[src/rtl/core/thermocycle_pid_controller_macros.svh]
// Assertion helpers used by the file that checks the controller.
`ifndef THERMOCYCLE_PID_CONTROLLER_MACROS_SVH
`define THERMOCYCLE_PID_CONTROLLER_MACROS_SVH

// The consequent must hold in the same cycle as the antecedent.
`define TPC_ASSERT_SAME(label, ante, cons, msg) \
  label: assert property (@(posedge clk) disable iff (!rst_n) (ante) |-> (cons)) \
    else $error(msg);

// The consequent must hold in the cycle after the antecedent.
`define TPC_ASSERT_NEXT(label, ante, cons, msg) \
  label: assert property (@(posedge clk) disable iff (!rst_n) (ante) |=> (cons)) \
    else $error(msg);

`endif

[src/rtl/core/tpc_pkg.sv]
package tpc_pkg;

  localparam int ADC_BITS_DEF = 24;

  localparam int RAW_W   = 24;
  localparam int CFG_W   = 20;
  localparam int ADDR_W  = 3;
  localparam int GAINT_W = 20;
  localparam int CJ_W    = 17;
  localparam int THR_W   = 16;
  localparam int CYC_W   = 6;
  localparam int GAIN_W  = 16;
  localparam int TEMP_W  = 20;
  localparam int CNT_W   = 7;
  localparam int DRIVE_W = 8;

  localparam int MUL_A_W = 25;
  localparam int MUL_B_W = 21;
  localparam int PROD_W  = MUL_A_W + MUL_B_W;
  localparam int WIDE_W  = 22;
  localparam int VAL_W   = 21;
  localparam int ACC_W   = 40;
  localparam int FRAC_W  = 8;
  localparam int INTEG_W = 16;
  localparam int DRIVE_SH = 16;

  localparam logic [GAINT_W-1:0] TC_GAIN_RST = 20'd522486;
  localparam logic [CJ_W-1:0]    CJ_RST      = 17'd6400;
  localparam logic [THR_W-1:0]   UPPER_RST   = 16'd24320;
  localparam logic [THR_W-1:0]   LOWER_RST   = 16'd15360;
  localparam logic [CYC_W-1:0]   CYCLE_RST   = 6'd30;
  localparam logic [GAIN_W-1:0]  GAIN_P_RST  = 16'd1280;
  localparam logic [GAIN_W-1:0]  GAIN_I_RST  = 16'd256;
  localparam logic [GAIN_W-1:0]  GAIN_D_RST  = 16'd256;

  typedef enum logic [ADDR_W-1:0] {
    REG_TC_GAIN = 3'd0,
    REG_CJ_TEMP = 3'd1,
    REG_UPPER   = 3'd2,
    REG_LOWER   = 3'd3,
    REG_CYCLES  = 3'd4,
    REG_GAIN_P  = 3'd5,
    REG_GAIN_I  = 3'd6,
    REG_GAIN_D  = 3'd7
  } cfg_idx_t;

  typedef struct packed {
    logic [GAINT_W-1:0]     tc_gain;
    logic signed [CJ_W-1:0] cj_temp;
    logic [THR_W-1:0]       upper;
    logic [THR_W-1:0]       lower;
    logic [CYC_W-1:0]       cycles;
    logic [GAIN_W-1:0]      gain_p;
    logic [GAIN_W-1:0]      gain_i;
    logic [GAIN_W-1:0]      gain_d;
  } cfg_t;

  typedef enum logic [1:0] {
    MUL_TEMP  = 2'd0,
    MUL_INT   = 2'd1,
    MUL_PROP  = 2'd2,
    MUL_DERIV = 2'd3
  } mul_sel_t;

  typedef struct packed {
    logic     mul_en;
    mul_sel_t mul_sel;
    logic     upd_temp;
    logic     upd_integ;
    logic     upd_acc;
    logic     load_out;
  } cmd_t;

  typedef enum logic [2:0] {
    ST_IDLE  = 3'd0,
    ST_ERR   = 3'd1,
    ST_INT   = 3'd2,
    ST_PROP  = 3'd3,
    ST_DERIV = 3'd4,
    ST_FIN   = 3'd5
  } state_t;

endpackage

[src/rtl/core/tpc_cfg.sv]
module tpc_cfg (
  input  logic                        clk,
  input  logic                        rst_n,
  input  logic                        cfg_we,
  input  logic [tpc_pkg::ADDR_W-1:0]  cfg_addr,
  input  logic [tpc_pkg::CFG_W-1:0]   cfg_wdata,
  output tpc_pkg::cfg_t               cfg
);
  import tpc_pkg::*;

  cfg_t cfg_r, cfg_nxt;

  always_comb begin
    cfg_nxt = cfg_r;
    if (cfg_we) begin
      unique case (cfg_idx_t'(cfg_addr))
        REG_TC_GAIN: cfg_nxt.tc_gain = cfg_wdata[GAINT_W-1:0];
        REG_CJ_TEMP: cfg_nxt.cj_temp = cfg_wdata[CJ_W-1:0];
        REG_UPPER:   cfg_nxt.upper   = cfg_wdata[THR_W-1:0];
        REG_LOWER:   cfg_nxt.lower   = cfg_wdata[THR_W-1:0];
        REG_CYCLES:  cfg_nxt.cycles  = cfg_wdata[CYC_W-1:0];
        REG_GAIN_P:  cfg_nxt.gain_p  = cfg_wdata[GAIN_W-1:0];
        REG_GAIN_I:  cfg_nxt.gain_i  = cfg_wdata[GAIN_W-1:0];
        REG_GAIN_D:  cfg_nxt.gain_d  = cfg_wdata[GAIN_W-1:0];
        default:     cfg_nxt = cfg_r;
      endcase
    end
  end

  always_ff @(posedge clk) begin
    if (!rst_n) begin
      cfg_r.tc_gain <= TC_GAIN_RST;
      cfg_r.cj_temp <= CJ_RST;
      cfg_r.upper   <= UPPER_RST;
      cfg_r.lower   <= LOWER_RST;
      cfg_r.cycles  <= CYCLE_RST;
      cfg_r.gain_p  <= GAIN_P_RST;
      cfg_r.gain_i  <= GAIN_I_RST;
      cfg_r.gain_d  <= GAIN_D_RST;
    end else begin
      cfg_r <= cfg_nxt;
    end
  end

  assign cfg = cfg_r;

endmodule

[src/rtl/core/tpc_ctrl.sv]
module tpc_ctrl (
  input  logic          clk,
  input  logic          rst_n,
  input  logic          in_valid,
  output logic          in_stall,
  output logic          out_valid,
  input  logic          out_stall,
  output tpc_pkg::cmd_t cmd
);
  import tpc_pkg::*;

  state_t state_r, state_nxt;
  logic   out_valid_r, out_valid_nxt;

  always_ff @(posedge clk) begin
    if (!rst_n) begin
      state_r     <= ST_IDLE;
      out_valid_r <= 1'b0;
    end else begin
      state_r     <= state_nxt;
      out_valid_r <= out_valid_nxt;
    end
  end

  always_comb begin
    state_nxt     = state_r;
    cmd           = '0;
    cmd.mul_sel   = MUL_TEMP;
    in_stall      = 1'b1;
    unique case (state_r)
      ST_IDLE: begin
        in_stall = 1'b0;
        if (in_valid) begin
          cmd.mul_en  = 1'b1;
          cmd.mul_sel = MUL_TEMP;
          state_nxt   = ST_ERR;
        end
      end
      ST_ERR: begin
        cmd.upd_temp = 1'b1;
        state_nxt    = ST_INT;
      end
      ST_INT: begin
        cmd.mul_en  = 1'b1;
        cmd.mul_sel = MUL_INT;
        state_nxt   = ST_PROP;
      end
      ST_PROP: begin
        cmd.upd_integ = 1'b1;
        cmd.mul_en    = 1'b1;
        cmd.mul_sel   = MUL_PROP;
        state_nxt     = ST_DERIV;
      end
      ST_DERIV: begin
        cmd.upd_acc = 1'b1;
        cmd.mul_en  = 1'b1;
        cmd.mul_sel = MUL_DERIV;
        state_nxt   = ST_FIN;
      end
      ST_FIN: begin
        // Hold the finished item until the result register is free.
        if (!(out_valid_r && out_stall)) begin
          cmd.load_out = 1'b1;
          state_nxt    = ST_IDLE;
        end
      end
      default: state_nxt = ST_IDLE;
    endcase
    out_valid_nxt = cmd.load_out | (out_valid_r & out_stall);
  end

  assign out_valid = out_valid_r;

endmodule

[src/rtl/core/tpc_dp.sv]
module tpc_dp #(
  parameter int ADC_BITS = tpc_pkg::ADC_BITS_DEF
) (
  input  logic                               clk,
  input  logic                               rst_n,
  input  tpc_pkg::cmd_t                      cmd,
  input  tpc_pkg::cfg_t                      cfg,
  input  logic [tpc_pkg::RAW_W-1:0]          raw_code,
  output logic [tpc_pkg::DRIVE_W-1:0]        drive_level,
  output logic                               cooling_flag,
  output logic signed [tpc_pkg::TEMP_W-1:0]  measured_temp,
  output logic [tpc_pkg::CNT_W-1:0]          transition_total,
  output logic                               aiming_high
);
  import tpc_pkg::*;

  localparam logic signed [WIDE_W-1:0] TEMP_MAX_W = 22'sd524287;
  localparam logic signed [WIDE_W-1:0] TEMP_MIN_W = -22'sd524288;
  localparam logic signed [WIDE_W-1:0] ONE_DEG_W  = 22'sd256;
  localparam logic signed [ACC_W-1:0]  INTEG_MAX_A = 40'sd65280;

  // Shared multiplier.
  logic [ADC_BITS-1:0]          code_low, code_diff;
  logic signed [MUL_A_W-1:0]    mul_a;
  logic signed [MUL_B_W-1:0]    mul_b;
  logic signed [PROD_W-1:0]     prod_r;

  logic signed [VAL_W-1:0]      err_r, din_r;
  logic signed [TEMP_W-1:0]     t_r, prev_r;
  logic [INTEG_W-1:0]           integ_r;
  logic signed [ACC_W-1:0]      acc_r;
  logic                         tgt_r, cool_r;
  logic [CNT_W-1:0]             cnt_r;

  assign code_low  = raw_code[ADC_BITS-1:0];
  assign code_diff = {~code_low[ADC_BITS-1], code_low[ADC_BITS-2:0]};

  always_comb begin
    unique case (cmd.mul_sel)
      MUL_TEMP: begin
        mul_a = {{(MUL_A_W-ADC_BITS){code_diff[ADC_BITS-1]}}, code_diff};
        mul_b = {{(MUL_B_W-GAINT_W){1'b0}}, cfg.tc_gain};
      end
      MUL_INT: begin
        mul_a = {{(MUL_A_W-VAL_W){err_r[VAL_W-1]}}, err_r};
        mul_b = {{(MUL_B_W-GAIN_W){1'b0}}, cfg.gain_i};
      end
      MUL_PROP: begin
        mul_a = {{(MUL_A_W-VAL_W){err_r[VAL_W-1]}}, err_r};
        mul_b = {{(MUL_B_W-GAIN_W){1'b0}}, cfg.gain_p};
      end
      MUL_DERIV: begin
        mul_a = {{(MUL_A_W-VAL_W){din_r[VAL_W-1]}}, din_r};
        mul_b = {{(MUL_B_W-GAIN_W){1'b0}}, cfg.gain_d};
      end
      default: begin
        mul_a = '0;
        mul_b = '0;
      end
    endcase
  end

  always_ff @(posedge clk) begin
    if (cmd.mul_en) begin
      prod_r <= mul_a * mul_b;
    end
  end

  // Temperature, setpoint update and loop error.
  logic signed [PROD_W-1:0] t_shift;
  logic signed [WIDE_W-1:0] t_wide, t_ext, up_lim, lo_lim;
  logic signed [TEMP_W-1:0] t_sat;
  logic [CNT_W:0]           cnt_inc;
  logic                     allow, sw_down, sw_up, tgt_nxt, cool_nxt;
  logic [CNT_W-1:0]         cnt_nxt;
  logic [THR_W-1:0]         setpoint;
  logic signed [VAL_W-1:0]  err_nxt, din_nxt;

  assign t_shift = prod_r >>> ADC_BITS;
  assign t_wide  = t_shift[WIDE_W-1:0] + {{(WIDE_W-CJ_W){cfg.cj_temp[CJ_W-1]}}, cfg.cj_temp};

  always_comb begin
    priority if (t_wide > TEMP_MAX_W) begin
      t_sat = TEMP_MAX_W[TEMP_W-1:0];
    end else if (t_wide < TEMP_MIN_W) begin
      t_sat = TEMP_MIN_W[TEMP_W-1:0];
    end else begin
      t_sat = t_wide[TEMP_W-1:0];
    end
  end

  assign t_ext  = {{(WIDE_W-TEMP_W){t_sat[TEMP_W-1]}}, t_sat};
  assign up_lim = {{(WIDE_W-THR_W){1'b0}}, cfg.upper} - ONE_DEG_W;
  assign lo_lim = {{(WIDE_W-THR_W){1'b0}}, cfg.lower} + ONE_DEG_W;

  // Switching is allowed while count + 1 < 2 * cycles, which is never true for zero cycles.
  assign cnt_inc = {1'b0, cnt_r} + {{CNT_W{1'b0}}, 1'b1};
  assign allow   = cnt_inc < {1'b0, cfg.cycles, 1'b0};
  assign sw_down = allow && tgt_r && (t_ext >= up_lim);
  assign sw_up   = allow && !tgt_r && (t_ext <= lo_lim);

  always_comb begin
    tgt_nxt  = tgt_r;
    cool_nxt = cool_r;
    cnt_nxt  = cnt_r;
    if (sw_down) begin
      tgt_nxt  = 1'b0;
      cool_nxt = 1'b1;
      cnt_nxt  = cnt_inc[CNT_W-1:0];
    end else if (sw_up) begin
      tgt_nxt  = 1'b1;
      cool_nxt = 1'b0;
      cnt_nxt  = cnt_inc[CNT_W-1:0];
    end
  end

  assign setpoint = tgt_nxt ? cfg.upper : cfg.lower;
  assign err_nxt  = {{(VAL_W-THR_W){1'b0}}, setpoint} - {t_sat[TEMP_W-1], t_sat};
  assign din_nxt  = {t_sat[TEMP_W-1], t_sat} - {prev_r[TEMP_W-1], prev_r};

  // Integral with clamping, then the output sum.
  logic signed [PROD_W-1:0] i_shift;
  logic signed [ACC_W-1:0]  isum, acc_nxt, o_sum;
  logic [INTEG_W-1:0]       integ_nxt;
  logic [DRIVE_W-1:0]       drive_nxt;

  assign i_shift = prod_r >>> FRAC_W;
  assign isum    = {{(ACC_W-INTEG_W){1'b0}}, integ_r} + i_shift[ACC_W-1:0];

  always_comb begin
    priority if (isum < 0) begin
      integ_nxt = '0;
    end else if (isum > INTEG_MAX_A) begin
      integ_nxt = INTEG_MAX_A[INTEG_W-1:0];
    end else begin
      integ_nxt = isum[INTEG_W-1:0];
    end
  end

  assign acc_nxt = {{(ACC_W-INTEG_W-FRAC_W){1'b0}}, integ_r, {FRAC_W{1'b0}}}
                 + prod_r[ACC_W-1:0];
  assign o_sum   = acc_r - prod_r[ACC_W-1:0];

  always_comb begin
    priority if (o_sum[ACC_W-1]) begin
      drive_nxt = '0;
    end else if (|o_sum[ACC_W-2:DRIVE_SH+DRIVE_W]) begin
      drive_nxt = '1;
    end else begin
      drive_nxt = o_sum[DRIVE_SH+DRIVE_W-1:DRIVE_SH];
    end
  end

  always_ff @(posedge clk) begin
    if (!rst_n) begin
      integ_r <= '0;
      prev_r  <= '0;
      tgt_r   <= 1'b1;
      cnt_r   <= '0;
      cool_r  <= 1'b0;
    end else begin
      if (cmd.upd_temp) begin
        prev_r <= t_sat;
        tgt_r  <= tgt_nxt;
        cnt_r  <= cnt_nxt;
        cool_r <= cool_nxt;
      end
      if (cmd.upd_integ) begin
        integ_r <= integ_nxt;
      end
    end
  end

  always_ff @(posedge clk) begin
    if (cmd.upd_temp) begin
      t_r   <= t_sat;
      err_r <= err_nxt;
      din_r <= din_nxt;
    end
    if (cmd.upd_acc) begin
      acc_r <= acc_nxt;
    end
    if (cmd.load_out) begin
      drive_level      <= drive_nxt;
      cooling_flag     <= cool_r;
      measured_temp    <= t_r;
      transition_total <= cnt_r;
      aiming_high      <= tgt_r;
    end
  end

endmodule

[src/rtl/core/thermocycle_pid_controller.sv]
// Thermocycling heater controller: each transaction on the input channel carries one raw
// offset-binary thermocouple code and yields exactly one result transaction holding the
// heater drive (0..255), the saturated Q.8 temperature, the setpoint direction, the cooling
// flag and the transition count. Items are processed one at a time through a single shared
// 25 x 21 signed multiplier that is used four times per item (temperature scaling, integral,
// proportional and derivative terms), so a new item is accepted only after the previous one
// has loaded its result. A waiting result sits in its own output register, so the next item
// is taken in while it is still pending. Configuration registers are written through cfg_we,
// cfg_addr and cfg_wdata; the user must write them only while no item is in flight, since the
// block itself does not enforce this.
`include "thermocycle_pid_controller_macros.svh"

module thermocycle_pid_controller #(
  parameter int ADC_BITS = tpc_pkg::ADC_BITS_DEF
) (
  input  logic                               clk,
  input  logic                               rst_n,
  input  logic                               cfg_we,
  input  logic [tpc_pkg::ADDR_W-1:0]         cfg_addr,
  input  logic [tpc_pkg::CFG_W-1:0]          cfg_wdata,
  input  logic                               in_valid,
  output logic                               in_stall,
  input  logic [tpc_pkg::RAW_W-1:0]          in_raw_code,
  output logic                               out_valid,
  input  logic                               out_stall,
  output logic [tpc_pkg::DRIVE_W-1:0]        out_drive_level,
  output logic                               out_cooling_flag,
  output logic signed [tpc_pkg::TEMP_W-1:0]  out_measured_temp,
  output logic [tpc_pkg::CNT_W-1:0]          out_transition_total,
  output logic                               out_aiming_high
);
  import tpc_pkg::*;

  cfg_t cfg;
  cmd_t cmd;

  tpc_cfg u_cfg (
    .clk       (clk),
    .rst_n     (rst_n),
    .cfg_we    (cfg_we),
    .cfg_addr  (cfg_addr),
    .cfg_wdata (cfg_wdata),
    .cfg       (cfg)
  );

  tpc_ctrl u_ctrl (
    .clk       (clk),
    .rst_n     (rst_n),
    .in_valid  (in_valid),
    .in_stall  (in_stall),
    .out_valid (out_valid),
    .out_stall (out_stall),
    .cmd       (cmd)
  );

  tpc_dp #(
    .ADC_BITS (ADC_BITS)
  ) u_dp (
    .clk              (clk),
    .rst_n            (rst_n),
    .cmd              (cmd),
    .cfg              (cfg),
    .raw_code         (in_raw_code),
    .drive_level      (out_drive_level),
    .cooling_flag     (out_cooling_flag),
    .measured_temp    (out_measured_temp),
    .transition_total (out_transition_total),
    .aiming_high      (out_aiming_high)
  );

  `TPC_ASSERT_NEXT(a_busy_after_accept, in_valid && !in_stall, in_stall, "input taken while busy")
  `TPC_ASSERT_SAME(a_busy_through_sequence, in_valid && !in_stall, ##4 in_stall, "sequence cut short")
  `TPC_ASSERT_SAME(a_result_ends_busy, $rose(out_valid), $past(in_stall), "result without an item")

endmodule
[config.mk]
export PLATFORM = sky130hd
export DESIGN_NAME = thermocycle_pid_controller
export DESIGN_NICKNAME = d
export VERILOG_FILES = /design/src/rtl/core/tpc_pkg.sv /design/src/rtl/core/tpc_cfg.sv /design/src/rtl/core/tpc_ctrl.sv /design/src/rtl/core/tpc_dp.sv /design/src/rtl/core/thermocycle_pid_controller.sv
export VERILOG_INCLUDE_DIRS = /design/src /design/src/rtl/core
export SDC_FILE = /design/constraint.sdc
export NUM_CORES = 2
export LEC_CHECK = 0
export BUFFER_PORTS_ARGS = -buffer_cell sky130_fd_sc_hd__buf_2
export CORE_MARGIN = 1.5
export CORE_UTILIZATION = 55
export DETAILED_ROUTE_END_ITERATION = 10
export PLACE_DENSITY_LB_ADDON = 0.25
export SLEW_MARGIN = 20
export SYNTH_ARGS = -nofsm -noshare
export SYNTH_HDL_FRONTEND = slang
export SYNTH_SLANG_ARGS = --single-unit
[constraint.sdc]
create_clock -name clk -period 21.2 [get_ports clk]
set_input_delay 3.18 -clock clk [delete_from_list [all_inputs] [get_ports clk]]
set_output_delay 3.18 -clock clk [all_outputs]
set_load 0.005 [all_outputs]
==> results by group <==
Run status
  – Status: complete, no violations

Timing
  – Final setup violation count: 0
  – Final TNS setup: 0 ns
  – Fmax: 90.6 MHz
  – RSZ-0062 raised after global routing: false
  – Slew Limit Fails: 0
  – Clock Skews: 0.0291 ns
  – Final period util: 52.1%
  – Hold violation count in the final report: 0
  – Slew HR: 11.5%
  – Final min period: 11.04 ns
  – Slew @ Worst Pin: 1.29 ns

GRT
  – Initial antenna violation count: 1
  – Number of global-route vias before repair: 29.4k
  – Global-route wire length before repair: 161 mm
  – Total gr overflow: 0
  – Largest net degree at the start of global routing: 108
  – All-Layer GR Usage: 29.2%

Critical path
  – CP most frequent cell: fa_1
  – WP data arrival: 11.34 ns
  – CP max stage delay: 0.82 ns
  – Setup crit end kind: flip-flop
  – Critical path class: flip-flop to flip-flop
  – Slowest CP cell: mux2i_4
  – Worst Setup Start Kind: flip-flop
  – Critical Path RT: 21.50 ns
  – Crit Path Max Fanout: 41

Die
  – Core Footprint: 0.0673 mm^2
  – Rows: 95
  – Die area: 0.0697 mm^2
  – Die Height: 264 um
  – # IOs: 91
  – Initial core utilization: 55.7%
  – Die X: 264 um

Clocking
  – TritonCTS clock tree: yes
  – Hold Buf Count CTS: 0
  – CTS H-tree lvls: 2
  – Clock sink total: 357
  – Max Root-Sink Buffers: 3
  – CTS resizes: 0
  – Skew-Pair Late Insertion Delay: 0.55 ns
  – Worst-path clk slew: 0.06 ns
  – # Post-CTS Setup Buffers: 0
  – CTS root buf: clkbuf_16
  – CTS buffer count: 36

Placed design
  – Buffers on Ports: 90
  – Detailed placement HPWL: 79.7 mm
  – DP Area: 0.0390 mm^2
  – GPL Wtd Cong: 0.958

Final layout
  – Filler cells: 5828
  – Layout cells sized above 1: 6.51%
  – Nets: 4936
  – Syn-to-layout area delta: 7.16%
  – Multi-input logic area: 0.0256 mm^2
  – Final core utilization: 59.7%
  – Reg area: 0.00900 mm^2
  – Final Cell Area: 0.0401 mm^2

Detailed routing
  – Iteration-0 DRC count of the detailed router: 2270
  – Vias/cell: 5.82
  – Drt total wl: 100 mm
  – Post-route ant nets: 0
  – Detailed Routing Iterations Pass 1: 6
  – WL/cell: 20.1 um
  – # DRC: 0
  – Via count: 29.1k

Synth
  – Ys async rst share: 0%
  – Synth Cell Area: 0.0375 mm^2
  – Sequential share of the synthesized area: 24.0%
  – Synth top area share: 26.7%
  – Top_reg_cell synth: edfxtp_1
  – Post-synth top area cell: fa_1
  – Most common library cells after synthesis: inv_1, nand2_1, fa_1
  – Synth warnings: 0
  – Synth top area cells: fa_1, edfxtp_1, ha_1, dfxtp_1, inv_1
  – Mapped Avg Cell Area: 9.20 um^2
  – Most common cell in the netlist: inv_1
  – Post-Synthesis Net Count: 4904
  – Number of flops mapped to enable cells by yosys: 185
  – Yosys cell types: 83
  – Mapped Cells: 4072
  – #FFs+latches synth: 357

Min path
  – HP Class: flip-flop to flip-flop

Run
  – Max-cap violations: 0
## per-layer routing
layer | share of wire [%] | vias to the layer above | global-route usage [%]
li1 | - | 13448 | -
met1 | 41 | 14487 | 38.9
met2 | 48 | 997 | 48.4
met3 | 6.7 | 206 | 4.49
met4 | 4.0 | 0 | 10.6
met5 | 0 | - | 0
## placed cells by master (no fill, tap or decap), types with 9 or more instances in the layout
cell,count
a211oi_1,44
a21boi_0,11
a21o_1,62
a21oi_1,254
a222oi_1,10
a22oi_1,31
a31oi_1,15
and2_1,31
and3_1,98
buf_2,90
buf_4,53
clkbuf_1,12
clkbuf_16,36
clkbuf_8,9
dfxtp_1,172
edfxtp_1,185
fa_1,500
ha_1,279
inv_1,635
mux2_2,14
mux2i_1,22
nand2_1,624
nand2b_1,29
nand3_1,89
nand4_1,18
nor2_1,213
nor2b_1,31
nor3_1,59
nor4_1,13
o211ai_1,15
o21a_1,31
o21ai_0,78
o21ai_1,15
o21ai_2,10
o21bai_1,23
or2_2,10
or3_1,16
xnor2_1,122
xor2_1,40
## state kept, by name, summed over array words and instances (netlist names), 3 cells and up
signal and count:
u_cfg.cfg 123, u_ctrl.state_r 3, u_dp.acc_r 40, u_dp.cnt_r 7, u_dp.din_r 21, u_dp.drive_level 8
u_dp.err_r 21, u_dp.integ_r 16, u_dp.measured_temp 20, u_dp.prev_r 20, u_dp.prod_r 46, u_dp.t_r 20
u_dp.transition_total 7
## layout make-up
type                    count  share of cell area [%]
inverters                 637                    5.96
clock inverters             8                   0.249
flip-flops and latches    357                    22.4
multi-input cells        2928                    63.8
well taps                 873                    2.72
diodes                      1                 0.00624
clock buffers              57                    2.67
repair buffers            144                    2.18
## path summary, 6_finish.rpt
kind                                        start                endpoint  slack [ns]  depth (start not counted)
worst min-delay path                 u_dp.t_r[19]  u_dp.measured_temp[19]        0.42                          0
worst max register to register  u_ctrl.state_r[2]         u_dp.prod_r[45]       10.16                         31
worst max-delay path            u_ctrl.state_r[2]         u_dp.prod_r[45]       10.16                         31
worst min register to register       u_dp.t_r[19]  u_dp.measured_temp[19]        0.42                          0
## stage by stage
step           cells  hold slack, ns  setup WS (ns)
6_report        5005           0.416          10.16
5_1_grt         5004           0.414           9.43
4_1_cts         5004           0.412          10.27
3_5_place_dp    4939           0.405          10.18
3_3_place_gp    4938           0.403          10.32
2_1_floorplan   4072           0.400          10.48
## cells by family (layout without fill, tap and decap cells)
family | after synthesis | in the layout | synth area share [%]
other | 0 | 1 | 0
muxes | 45 | 45 | 1.27
DFF | 357 | 357 | 24.0
and+or+nand+nor | 1265 | 1265 | 15.2
adders and majority gates | 780 | 780 | 36.1
AOI/OAI and AO/OA | 676 | 676 | 11.6
xor gates and xnor gates | 162 | 162 | 3.79
buffers and inverters | 787 | 846 | 7.98
## critical path, delay by kind of cell, from the launching register on
| family | cells | cell delay, ns |
|---|---|---|
| mux | 1 | 0.82 |
| simple gates | 4 | 0.76 |
| fa+ha+maj | 9 | 4.62 |
| buf+inv | 5 | 0.73 |
| compound gates | 11 | 3.16 |
| xor+xnor | 1 | 0.08 |
| flops | 1 | 0.57 |
Power is left out: the tool's default activity adds up to more than one toggle a clock period on the data nets, which glitch-free logic cannot reach.
